`src/sv/spq_pkg.sv`:
```
// Package for the sorted minimum priority queue: widths, request and status
// codes, and the control bundle broadcast to every storage cell.
// No dependencies.
`default_nettype none

package spq_pkg;

  localparam int DataW        = 32;
  localparam int StatusW      = 2;
  localparam int CountOutW    = 5;
  localparam int DefaultDepth = 16;

  localparam logic REQ_ENQ = 1'b0;
  localparam logic REQ_DEQ = 1'b1;

  localparam logic [StatusW-1:0] ST_OK    = 2'd0;
  localparam logic [StatusW-1:0] ST_FULL  = 2'd1;
  localparam logic [StatusW-1:0] ST_EMPTY = 2'd2;

  // Broadcast to all cells in the cycle a transaction is taken.
  typedef struct packed {
    logic                    enq_en;
    logic                    deq_en;
    logic signed [DataW-1:0] value;
  } cell_ctrl_t;

endpackage

`default_nettype wire

```
`src/sv/spq_ifs.sv`:
```
// Valid/ready channel interfaces for requests and results of the queue.
// Depends on spq_pkg.
`default_nettype none

interface spq_req_if;
  logic                            valid;
  logic                            ready;
  logic                            req_type;
  logic signed [spq_pkg::DataW-1:0] item_value;

  modport source (output valid, output req_type, output item_value, input ready);
  modport sink   (input valid, input req_type, input item_value, output ready);
endinterface

interface spq_rsp_if;
  logic                                valid;
  logic                                ready;
  logic signed [spq_pkg::DataW-1:0]     taken_value;
  logic        [spq_pkg::StatusW-1:0]   status;
  logic signed [spq_pkg::DataW-1:0]     head_value;
  logic        [spq_pkg::CountOutW-1:0] entry_count;

  modport source (output valid, output taken_value, output status, output head_value,
                  output entry_count, input ready);
  modport sink   (input valid, input taken_value, input status, input head_value,
                  input entry_count, output ready);
endinterface

`default_nettype wire

```
`src/sv/spq_cell.sv`:
```
// One storage cell of the sorted chain: holds one entry, compares it with
// the incoming value and shifts towards either neighbour. Depends on spq_pkg.
`default_nettype none

module spq_cell #(
  parameter int Idx  = 0,
  parameter int CntW = 5
) (
  input  wire logic                             clk_i,
  input  wire spq_pkg::cell_ctrl_t              ctrl_i,
  input  wire logic [CntW-1:0]                  count_i,
  input  wire logic signed [spq_pkg::DataW-1:0] left_value_i,
  input  wire logic                             left_gt_i,
  input  wire logic signed [spq_pkg::DataW-1:0] right_value_i,
  output logic signed [spq_pkg::DataW-1:0]      value_o,
  output logic                                  gt_o
);
  import spq_pkg::*;

  logic signed [DataW-1:0] value_q, value_d;
  logic                    occupied;
  logic                    at_tail;

  assign occupied = CntW'(Idx) < count_i;
  assign at_tail  = CntW'(Idx) == count_i;
  // Entry is strictly larger than the incoming value: it must move right.
  assign gt_o     = occupied && (ctrl_i.value < value_q);
  assign value_o  = value_q;

  always_comb begin
    value_d = value_q;
    if (ctrl_i.enq_en) begin
      if (left_gt_i) begin
        value_d = left_value_i;
      end else if (gt_o || at_tail) begin
        value_d = ctrl_i.value;
      end
    end else if (ctrl_i.deq_en) begin
      value_d = right_value_i;
    end
  end

  always_ff @(posedge clk_i) begin
    value_q <= value_d;
  end

endmodule

`default_nettype wire

```
`src/sv/sorted_min_priority_queue.sv`:
```
// Sorted minimum priority queue: a chain of DEPTH cells kept in ascending order.
// The result is registered in the cycle after the request is taken.
// Throughput: one request per cycle while results are taken; every cell compares
// and shifts in the same cycle, so the chain length does not add cycles.
// Reset (rst_ni low, asynchronous) empties the queue and drops any pending result;
// the entries themselves are not cleared. Depends on spq_pkg, spq_ifs.
`default_nettype none

module sorted_min_priority_queue #(
  parameter int DEPTH = spq_pkg::DefaultDepth
) (
  input  wire logic  clk_i,
  input  wire logic  rst_ni,
  spq_req_if.sink    req_i,
  spq_rsp_if.source  rsp_o
);
  import spq_pkg::*;

  localparam int CntW = $clog2(DEPTH + 1);

  // Occupancy count; cells below it hold valid entries.
  logic [CntW-1:0] count_q, count_d;

  // Result register, parting the request side from the result side.
  logic                     rsp_valid_q;
  logic signed [DataW-1:0]  taken_q, taken_d;
  logic [StatusW-1:0]       status_q, status_d;
  logic signed [DataW-1:0]  head_q, head_d;

  logic                     accept;
  logic                     is_full;
  logic                     is_empty;
  cell_ctrl_t               ctrl;

  // Cell chain wiring.
  logic signed [DataW-1:0]  cell_value [DEPTH];
  logic                     cell_gt    [DEPTH];

  logic [CntW+CountOutW-1:0] count_ext;

  // Take a new transaction whenever the result slot is free or being drained.
  assign req_i.ready = !rsp_valid_q || rsp_o.ready;
  assign accept      = req_i.valid && req_i.ready;
  assign is_full     = count_q == CntW'(DEPTH);
  assign is_empty    = count_q == '0;

  assign ctrl.enq_en = accept && (req_i.req_type == REQ_ENQ) && !is_full;
  assign ctrl.deq_en = accept && (req_i.req_type == REQ_DEQ) && !is_empty;
  assign ctrl.value  = req_i.item_value;

  for (genvar i = 0; i < DEPTH; i++) begin : g_cell
    logic signed [DataW-1:0] left_value;
    logic                    left_gt;
    logic signed [DataW-1:0] right_value;

    if (i == 0) begin : g_first
      assign left_value = '0;
      assign left_gt    = 1'b0;
    end else begin : g_inner_l
      assign left_value = cell_value[i-1];
      assign left_gt    = cell_gt[i-1];
    end

    if (i == DEPTH - 1) begin : g_last
      // Past the tail after a dequeue: content is never read.
      assign right_value = cell_value[i];
    end else begin : g_inner_r
      assign right_value = cell_value[i+1];
    end

    spq_cell #(
      .Idx  (i),
      .CntW (CntW)
    ) u_cell (
      .clk_i         (clk_i),
      .ctrl_i        (ctrl),
      .count_i       (count_q),
      .left_value_i  (left_value),
      .left_gt_i     (left_gt),
      .right_value_i (right_value),
      .value_o       (cell_value[i]),
      .gt_o          (cell_gt[i])
    );
  end

  // Work out the result and the new head alongside the shift.
  always_comb begin
    count_d  = count_q;
    taken_d  = '0;
    status_d = ST_OK;
    head_d   = is_empty ? '0 : cell_value[0];
    if (ctrl.enq_en) begin
      count_d = count_q + 1'b1;
      if (is_empty || cell_gt[0]) begin
        head_d = ctrl.value;
      end
    end else if (ctrl.deq_en) begin
      count_d = count_q - 1'b1;
      taken_d = cell_value[0];
      head_d  = (count_q > CntW'(1)) ? cell_value[1] : '0;
    end else if (req_i.req_type == REQ_ENQ) begin
      status_d = ST_FULL;
    end else begin
      status_d = ST_EMPTY;
    end
  end

  always_ff @(posedge clk_i or negedge rst_ni) begin
    if (!rst_ni) begin
      count_q     <= '0;
      rsp_valid_q <= 1'b0;
    end else begin
      if (accept) begin
        count_q     <= count_d;
        rsp_valid_q <= 1'b1;
      end else if (rsp_o.ready) begin
        rsp_valid_q <= 1'b0;
      end
    end
  end

  // Payload needs no reset; hold it until the next transaction.
  always_ff @(posedge clk_i) begin
    if (accept) begin
      taken_q  <= taken_d;
      status_q <= status_d;
      head_q   <= head_d;
    end
  end

  // Report only the low bits of the count on the result channel.
  assign count_ext = {{CountOutW{1'b0}}, count_q};

  assign rsp_o.valid       = rsp_valid_q;
  assign rsp_o.taken_value = taken_q;
  assign rsp_o.status      = status_q;
  assign rsp_o.head_value  = head_q;
  assign rsp_o.entry_count = count_ext[CountOutW-1:0];

endmodule

`default_nettype wire

```
`src/flat_wrapper.sv`:
```
// flat-port wrapper written by rule: the top's interface ports become plain ports
module sorted_min_priority_queue_flat import spq_pkg::*;
#(
  parameter int DEPTH = spq_pkg::DefaultDepth
)
  (clk_i, rst_ni, req_i_valid, req_i_req_type, req_i_item_value, req_i_ready, rsp_o_valid, rsp_o_taken_value, rsp_o_status, rsp_o_head_value, rsp_o_entry_count, rsp_o_ready);
  spq_req_if req_i_i ();
  spq_rsp_if rsp_o_i ();
  input  wire logic clk_i;
  input  wire logic rst_ni;
  input wire logic [$bits(req_i_i.valid)-1:0] req_i_valid;
  input wire logic [$bits(req_i_i.req_type)-1:0] req_i_req_type;
  input wire logic [$bits(req_i_i.item_value)-1:0] req_i_item_value;
  output wire logic [$bits(req_i_i.ready)-1:0] req_i_ready;
  output wire logic [$bits(rsp_o_i.valid)-1:0] rsp_o_valid;
  output wire logic [$bits(rsp_o_i.taken_value)-1:0] rsp_o_taken_value;
  output wire logic [$bits(rsp_o_i.status)-1:0] rsp_o_status;
  output wire logic [$bits(rsp_o_i.head_value)-1:0] rsp_o_head_value;
  output wire logic [$bits(rsp_o_i.entry_count)-1:0] rsp_o_entry_count;
  input wire logic [$bits(rsp_o_i.ready)-1:0] rsp_o_ready;
  assign req_i_i.valid = req_i_valid;
  assign req_i_i.req_type = req_i_req_type;
  assign req_i_i.item_value = req_i_item_value;
  assign req_i_ready = req_i_i.ready;
  assign rsp_o_valid = rsp_o_i.valid;
  assign rsp_o_taken_value = rsp_o_i.taken_value;
  assign rsp_o_status = rsp_o_i.status;
  assign rsp_o_head_value = rsp_o_i.head_value;
  assign rsp_o_entry_count = rsp_o_i.entry_count;
  assign rsp_o_i.ready = rsp_o_ready;
  sorted_min_priority_queue #(.DEPTH(DEPTH)) u_core (.clk_i(clk_i), .rst_ni(rst_ni), .req_i(req_i_i), .rsp_o(rsp_o_i));
endmodule
```
`config.mk`:
```
export PLATFORM = sky130hd
export DESIGN_NAME = sorted_min_priority_queue_flat
export DESIGN_NICKNAME = d
export VERILOG_FILES = /design/src/sv/spq_pkg.sv /design/src/sv/spq_ifs.sv /design/src/sv/spq_cell.sv /design/src/sv/sorted_min_priority_queue.sv /design/src/flat_wrapper.sv
export SDC_FILE = /design/constraint.sdc
export NUM_CORES = 2
export LEC_CHECK = 0
export BUFFER_PORTS_ARGS = -buffer_cell sky130_fd_sc_hd__buf_2
export CAP_MARGIN = 20
export CORE_MARGIN = 8
export CORE_UTILIZATION = 30
export CTS_CLUSTER_SIZE = 12
export DETAILED_ROUTE_END_ITERATION = 10
export MAX_ROUTING_LAYER = met4
export PLACE_DENSITY = 0.52
export REMOVE_ABC_BUFFERS = 1
export SLEW_MARGIN = 10
export SYNTH_ARGS = -nofsm -noshare
export SYNTH_HDL_FRONTEND = slang
export SYNTH_HIERARCHICAL = 1
export SYNTH_SLANG_ARGS = --single-unit
```
`constraint.sdc`:
```
create_clock -name clk_i -period 5.05 [get_ports clk_i]
set_input_delay 0.505 -clock clk_i [delete_from_list [all_inputs] [get_ports clk_i]]
set_output_delay 0.505 -clock clk_i [all_outputs]
set_load 0.01 [all_outputs]
```
== After elaboration in Yosys (flattened, before gate mapping) ==
Index checks and enable logic that the tools add are counted.
W data, S select, Z words.

* Output and inout port bits: 73
* Bits in registers: 584

* Mux-type cells: 71
* Bitwise gates (word level): 2
* Equal/unequal tests: 31
* Reduce and logical (&&, ||, !) cells: 64
* Magnitude comparators: 33
* Add/sub/neg operators: 2

{| class="wikitable"
|+ Operators with widths
! operator !! number
|-
| $mux W32 || 66
|-
| $lt A32 B32 Y1 || 16
|-
| $ne A3 B3 Y1 const B || 14
|-
| $eq A4 B5 Y1 const A || 8
|-
| $lt A4 B5 Y1 const A || 8
|-
| $reduce_and A2 Y1 || 17
|-
| $logic_and A1 B1 Y1 || 21
|-
| $eq A3 B5 Y1 const A || 4
|-
| $lt A3 B5 Y1 const A || 4
|-
| $logic_or A1 B1 Y1 || 17
|-
| $eq A2 B5 Y1 const A || 2
|-
| $lt A1 B5 Y1 const A || 2
|-
| $lt A2 B5 Y1 const A || 2
|-
| $mux W5 || 2
|-
| $reduce_bool A2 Y1 || 3
|-
| $add A5 B1 Y5 const B || 1
|-
| $eq A1 B5 Y1 const A || 1
|-
| $eq A5 B5 Y1 const B || 1
|-
| $gt A5 B1 Y1 const B || 1
|-
| $logic_not A5 Y1 || 1
|-
| $sub A5 B1 Y5 const B || 1
|-
| $reduce_or A2 Y1 || 2
|-
| $logic_not A1 Y1 || 3
|-
| $mux W1 || 2
|-
| other kinds (3) || 4
|}

== Longest topological paths before layout ==
* Depth after elaboration: 7
* Depth in mapped cells: 13
* Mapped depth without buffers: 12

== Hierarchy ==
The synthesis kept the hierarchy.

{| class="wikitable"
|+ By module, submodules not included
! module !! sequential area each (um^2) !! area an instance (um^2) !! cells an instance !! instances
|-
| spq_cell at u_core.g_cell[14].u_cell ... || 960.9 || 2,482.4 || 262 || 2
|-
| sorted_min_priority_queue || 2,132.0 || 3,808.7 || 311 || 1
|-
| spq_cell at u_core.g_cell[8].u_cell || 960.9 || 2,487.4 || 262 || 1
|-
| spq_cell at u_core.g_cell[4].u_cell || 960.9 || 2,483.6 || 264 || 1
|-
| spq_cell at u_core.g_cell[6].u_cell || 960.9 || 2,483.6 || 262 || 1
|-
| spq_cell at u_core.g_cell[2].u_cell || 960.9 || 2,482.4 || 263 || 1
|-
| spq_cell at u_core.g_cell[12].u_cell || 960.9 || 2,481.1 || 263 || 1
|-
| spq_cell at u_core.g_cell[10].u_cell || 960.9 || 2,479.9 || 264 || 1
|-
| spq_cell at u_core.g_cell[3].u_cell || 960.9 || 2,477.4 || 260 || 1
|-
| spq_cell at u_core.g_cell[7].u_cell || 960.9 || 2,472.4 || 261 || 1
|-
| spq_cell at u_core.g_cell[1].u_cell || 960.9 || 2,469.9 || 260 || 1
|-
| spq_cell at u_core.g_cell[11].u_cell || 960.9 || 2,466.1 || 261 || 1
|-
| spq_cell at u_core.g_cell[13].u_cell || 960.9 || 2,464.9 || 262 || 1
|-
| spq_cell at u_core.g_cell[0].u_cell || 960.9 || 2,456.1 || 255 || 1
|-
| +2 rows || -- || -- || -- || --
|}

== Worst setup path after synthesis ==
Ideal clock, no wire load.

* Path kind: reg-to-reg
* Start point: reg u_core.count_q[1], in the netlist u_core/rsp_o.entry_count[1]
* End point: reg u_core.g_cell[9].u_cell.value_q[0], enable pin
* Clock period less this slack: 4.894 ns
* Path buffers: 2
* Slack: 0.156 ns
* Data required time: 4.609 ns
* Cell stages (with the launch flop): 10
* Data arrival time: 4.453 ns
* Cells stage by stage: dfrtp_1 > inv_1 > ha_1 > nor3b_1 > a211o_1 > inv_2 > buf_2 > clkbuf_1 > o2bb2ai_1 > a31oi_1

{| class="wikitable"
|+ RTL lines
! item !! line !! source
|-
| from (decl) || sorted_min_priority_queue.sv:22 || <nowiki>logic [CntW-1:0] count_q, count_d;</nowiki>
|-
| from (signal assigned) || sorted_min_priority_queue.sv:114 || <nowiki>count_q <= count_d;</nowiki>
|-
| to (signal assigned) || spq_cell.sv:44 || <nowiki>value_q <= value_d;</nowiki>
|-
| to (decl) || spq_cell.sv:20 || <nowiki>logic signed [DataW-1:0] value_q, value_d;</nowiki>
|}

==> flow_summary.yaml <==
timing:
  min_period_ps: 3891
  max_freq_mhz: 257.0
  hold_viol: 0
  slew_viol_final: 0
  worst_slack_ps: 1159
  setup_violations: 0
  relSlewSlack_pct: 25.08
  finClkSkew_ps: 21.13
  period_share_pct: 77.04
  rsz0062_at_grt: "false"
  hold_ws_ps: 123.9
  worst_pin_slew_ps: 1124
clocking:
  clkLatencyLatePin_ps: 620
  cts_resized: 0
  post_cts_buffers: 0
  clockRootBuffer: "clkbuf_16"
  h-tree-depth: 3
  clock-sinks: 584
  cts_tree: "built"
  clk_pin_slew_ps: 60
  cts_buffers: 73
  cts.path.max_buffers: 3
  cts_hold_buf: 1
detailed_routing:
  drc: 0
  drtPass1Iterations: 5
  wl_per_cell_um: 17.82
  num_vias: 32842
  ant_nets: 0
  wl_mm: 117.4
  vias_per_cell: 4.984
  drt-initial-drc-count: 2315
finish:
  seqCellArea_um2: 17510
  final_common_cell: "a21oi_1"
  layout-drive-gt1-share_pct: 8.716
  multi_input_area_um2: 23270
  nNetsFinal: 5162
  finalNonFillerCells: 6589
  area_growth_pct: 13.06
  fill_cells: 14722
  final_cell_mix: "a21oi_1, nor2_1, edfxtp_1"
logic_synthesis:
  yosys_warnings: 6
  syn_area_um2: 43370
  synth_area_per_cell_um2: 9.669
  synthCells: 4485
global_route:
  grt_use_met3_pct: 1.896
  antenna_found_initial: 9
  gr-usage-met2_pct: 21.86
  grt_pass1_vias: 32314
  grt_first_pass_wirelength_mm: 185.9
  track_usage_pct: 14.82
  grt_max_degree: 209
  met1_usage_pct: 21.32
  gr-total-overflow: 0
  busiest_layer: "met2"
setup_path:
  critical_path_required_ps: 5510
  criticalPathCategory: "register to register"
  end_kind: "register"
  worst-r2r-cell-count: 12
  cp-startpoint: "u_core/g_cell[0].u_cell/value_o[2]"
  cp.arrival_ps: 4350
  reg2reg_to: "u_core/rsp_o.head_value[27]"
  reg2reg_slack_ps: 1160
  start_kind: "register"
  rr_startpoint: "u_core/g_cell[0].u_cell/value_o[2]"
  cp_max_fo: 34
hold_path:
  worstHoldPathCells: 2
  hold_path_end: "u_core/rsp_o.valid"
  hp-class: "input port to register"
  worstHoldStart: "req_i_valid"
die:
  die-width_um: 396.2
  initial_core_util_pct: 30.22
  num_rows: 139
  core_area_um2: 143500
  die_h_um: 396.2
  dieArea_um2: 157000
  ios: 110
place:
  dp_hpwl_mm: 87.86
  port_buffers: 109
  gp_congestion: 0.8442
  detailedPlace.worstSlack_ps: 783.4
  placedCellCount: 6451
power:
  fin_total_pwr_mw: 23.07
  power.density_nw_per_um2: 470.6
  vdd_drop_max_uv: 289.4
  leakage_nw: 21.35
run_status:
  outcome: "finished clean"
run:
  maxCapViolCount: 0
-- power breakdown --
group / internal, mW / switching (mW) / total [mW]
clock network: 2.87 / 2.16 / 5.03
registers: 7.15 / 1.09 / 8.24
logic: 4.00 / 5.81 / 9.81
-- routing by layer --
layer | part of all wire (%) | vias to the layer above | routed length, µm
met4 | 2.5 | 0 | 2930
met5 | 0 | - | 0
met1 | 51 | 15425 | 60030
met3 | 4.0 | 172 | 4729
met2 | 42 | 631 | 49720
li1 | - | 16614 | -
-- state kept, by name, summed over array words and instances (netlist names) --
register,cells
u_core/g_cell.u_cell/value_o,512
u_core/rsp_o.entry_count,5
u_core/rsp_o.head_value,32
u_core/rsp_o.status,2
u_core/rsp_o.taken_value,32
u_core/rsp_o.valid,1
-- worst max-delay path by stage --
stage                                          to  slack (ps)
2_1_floorplan  u_core/g_cell[1].u_cell/value_o[0]       -8020
3_3_place_gp   u_core/g_cell[9].u_cell/value_o[2]         810
3_5_place_dp   u_core/g_cell[9].u_cell/value_o[0]         780
4_1_cts               u_core/rsp_o.head_value[27]        1140
5_1_grt               u_core/rsp_o.head_value[27]         840
6_report              u_core/rsp_o.head_value[27]        1160
-- layout make-up --
type | instances | share of cell area [%]
antenna | 5 | 0.02552
clock buffer | 94 | 4.060
clock inverter | 37 | 0.4517
inverter | 519 | 3.989
multi-input combinational | 3210 | 47.46
sequential | 584 | 35.71
tap | 1903 | 4.857
timing repair buffer | 237 | 3.450
-- critical path, cell delays in order, from the launching register on --
cell,delay [ps]
edfxtp_1,470
inv_1,170
ha_1,270
o21ai_0,130
a2111oi_1,630
buf_4,260
o211ai_1,90
a31oi_1,460
nor2_4,40
buf_4,330
nor2_1,540
nand2_1,120
a32oi_1,220
-- metrics by stage --
| step | instance area [µm²] | utilization [%] | TNS (ps) |
|---|---|---|---|
| 6_report | 49030 | 34.17 | 0 |
| 5_1_grt | 49020 | 34.17 | 0 |
| 4_1_cts | 48990 | 34.14 | 0 |
| 3_5_place_dp | 46760 | 32.59 | 0 |
| 3_3_place_gp | 46760 | 32.59 | 0 |
| 2_1_floorplan | 42580 | - | -7042290 |
Note: power is estimated with default switching activity, not from simulation.
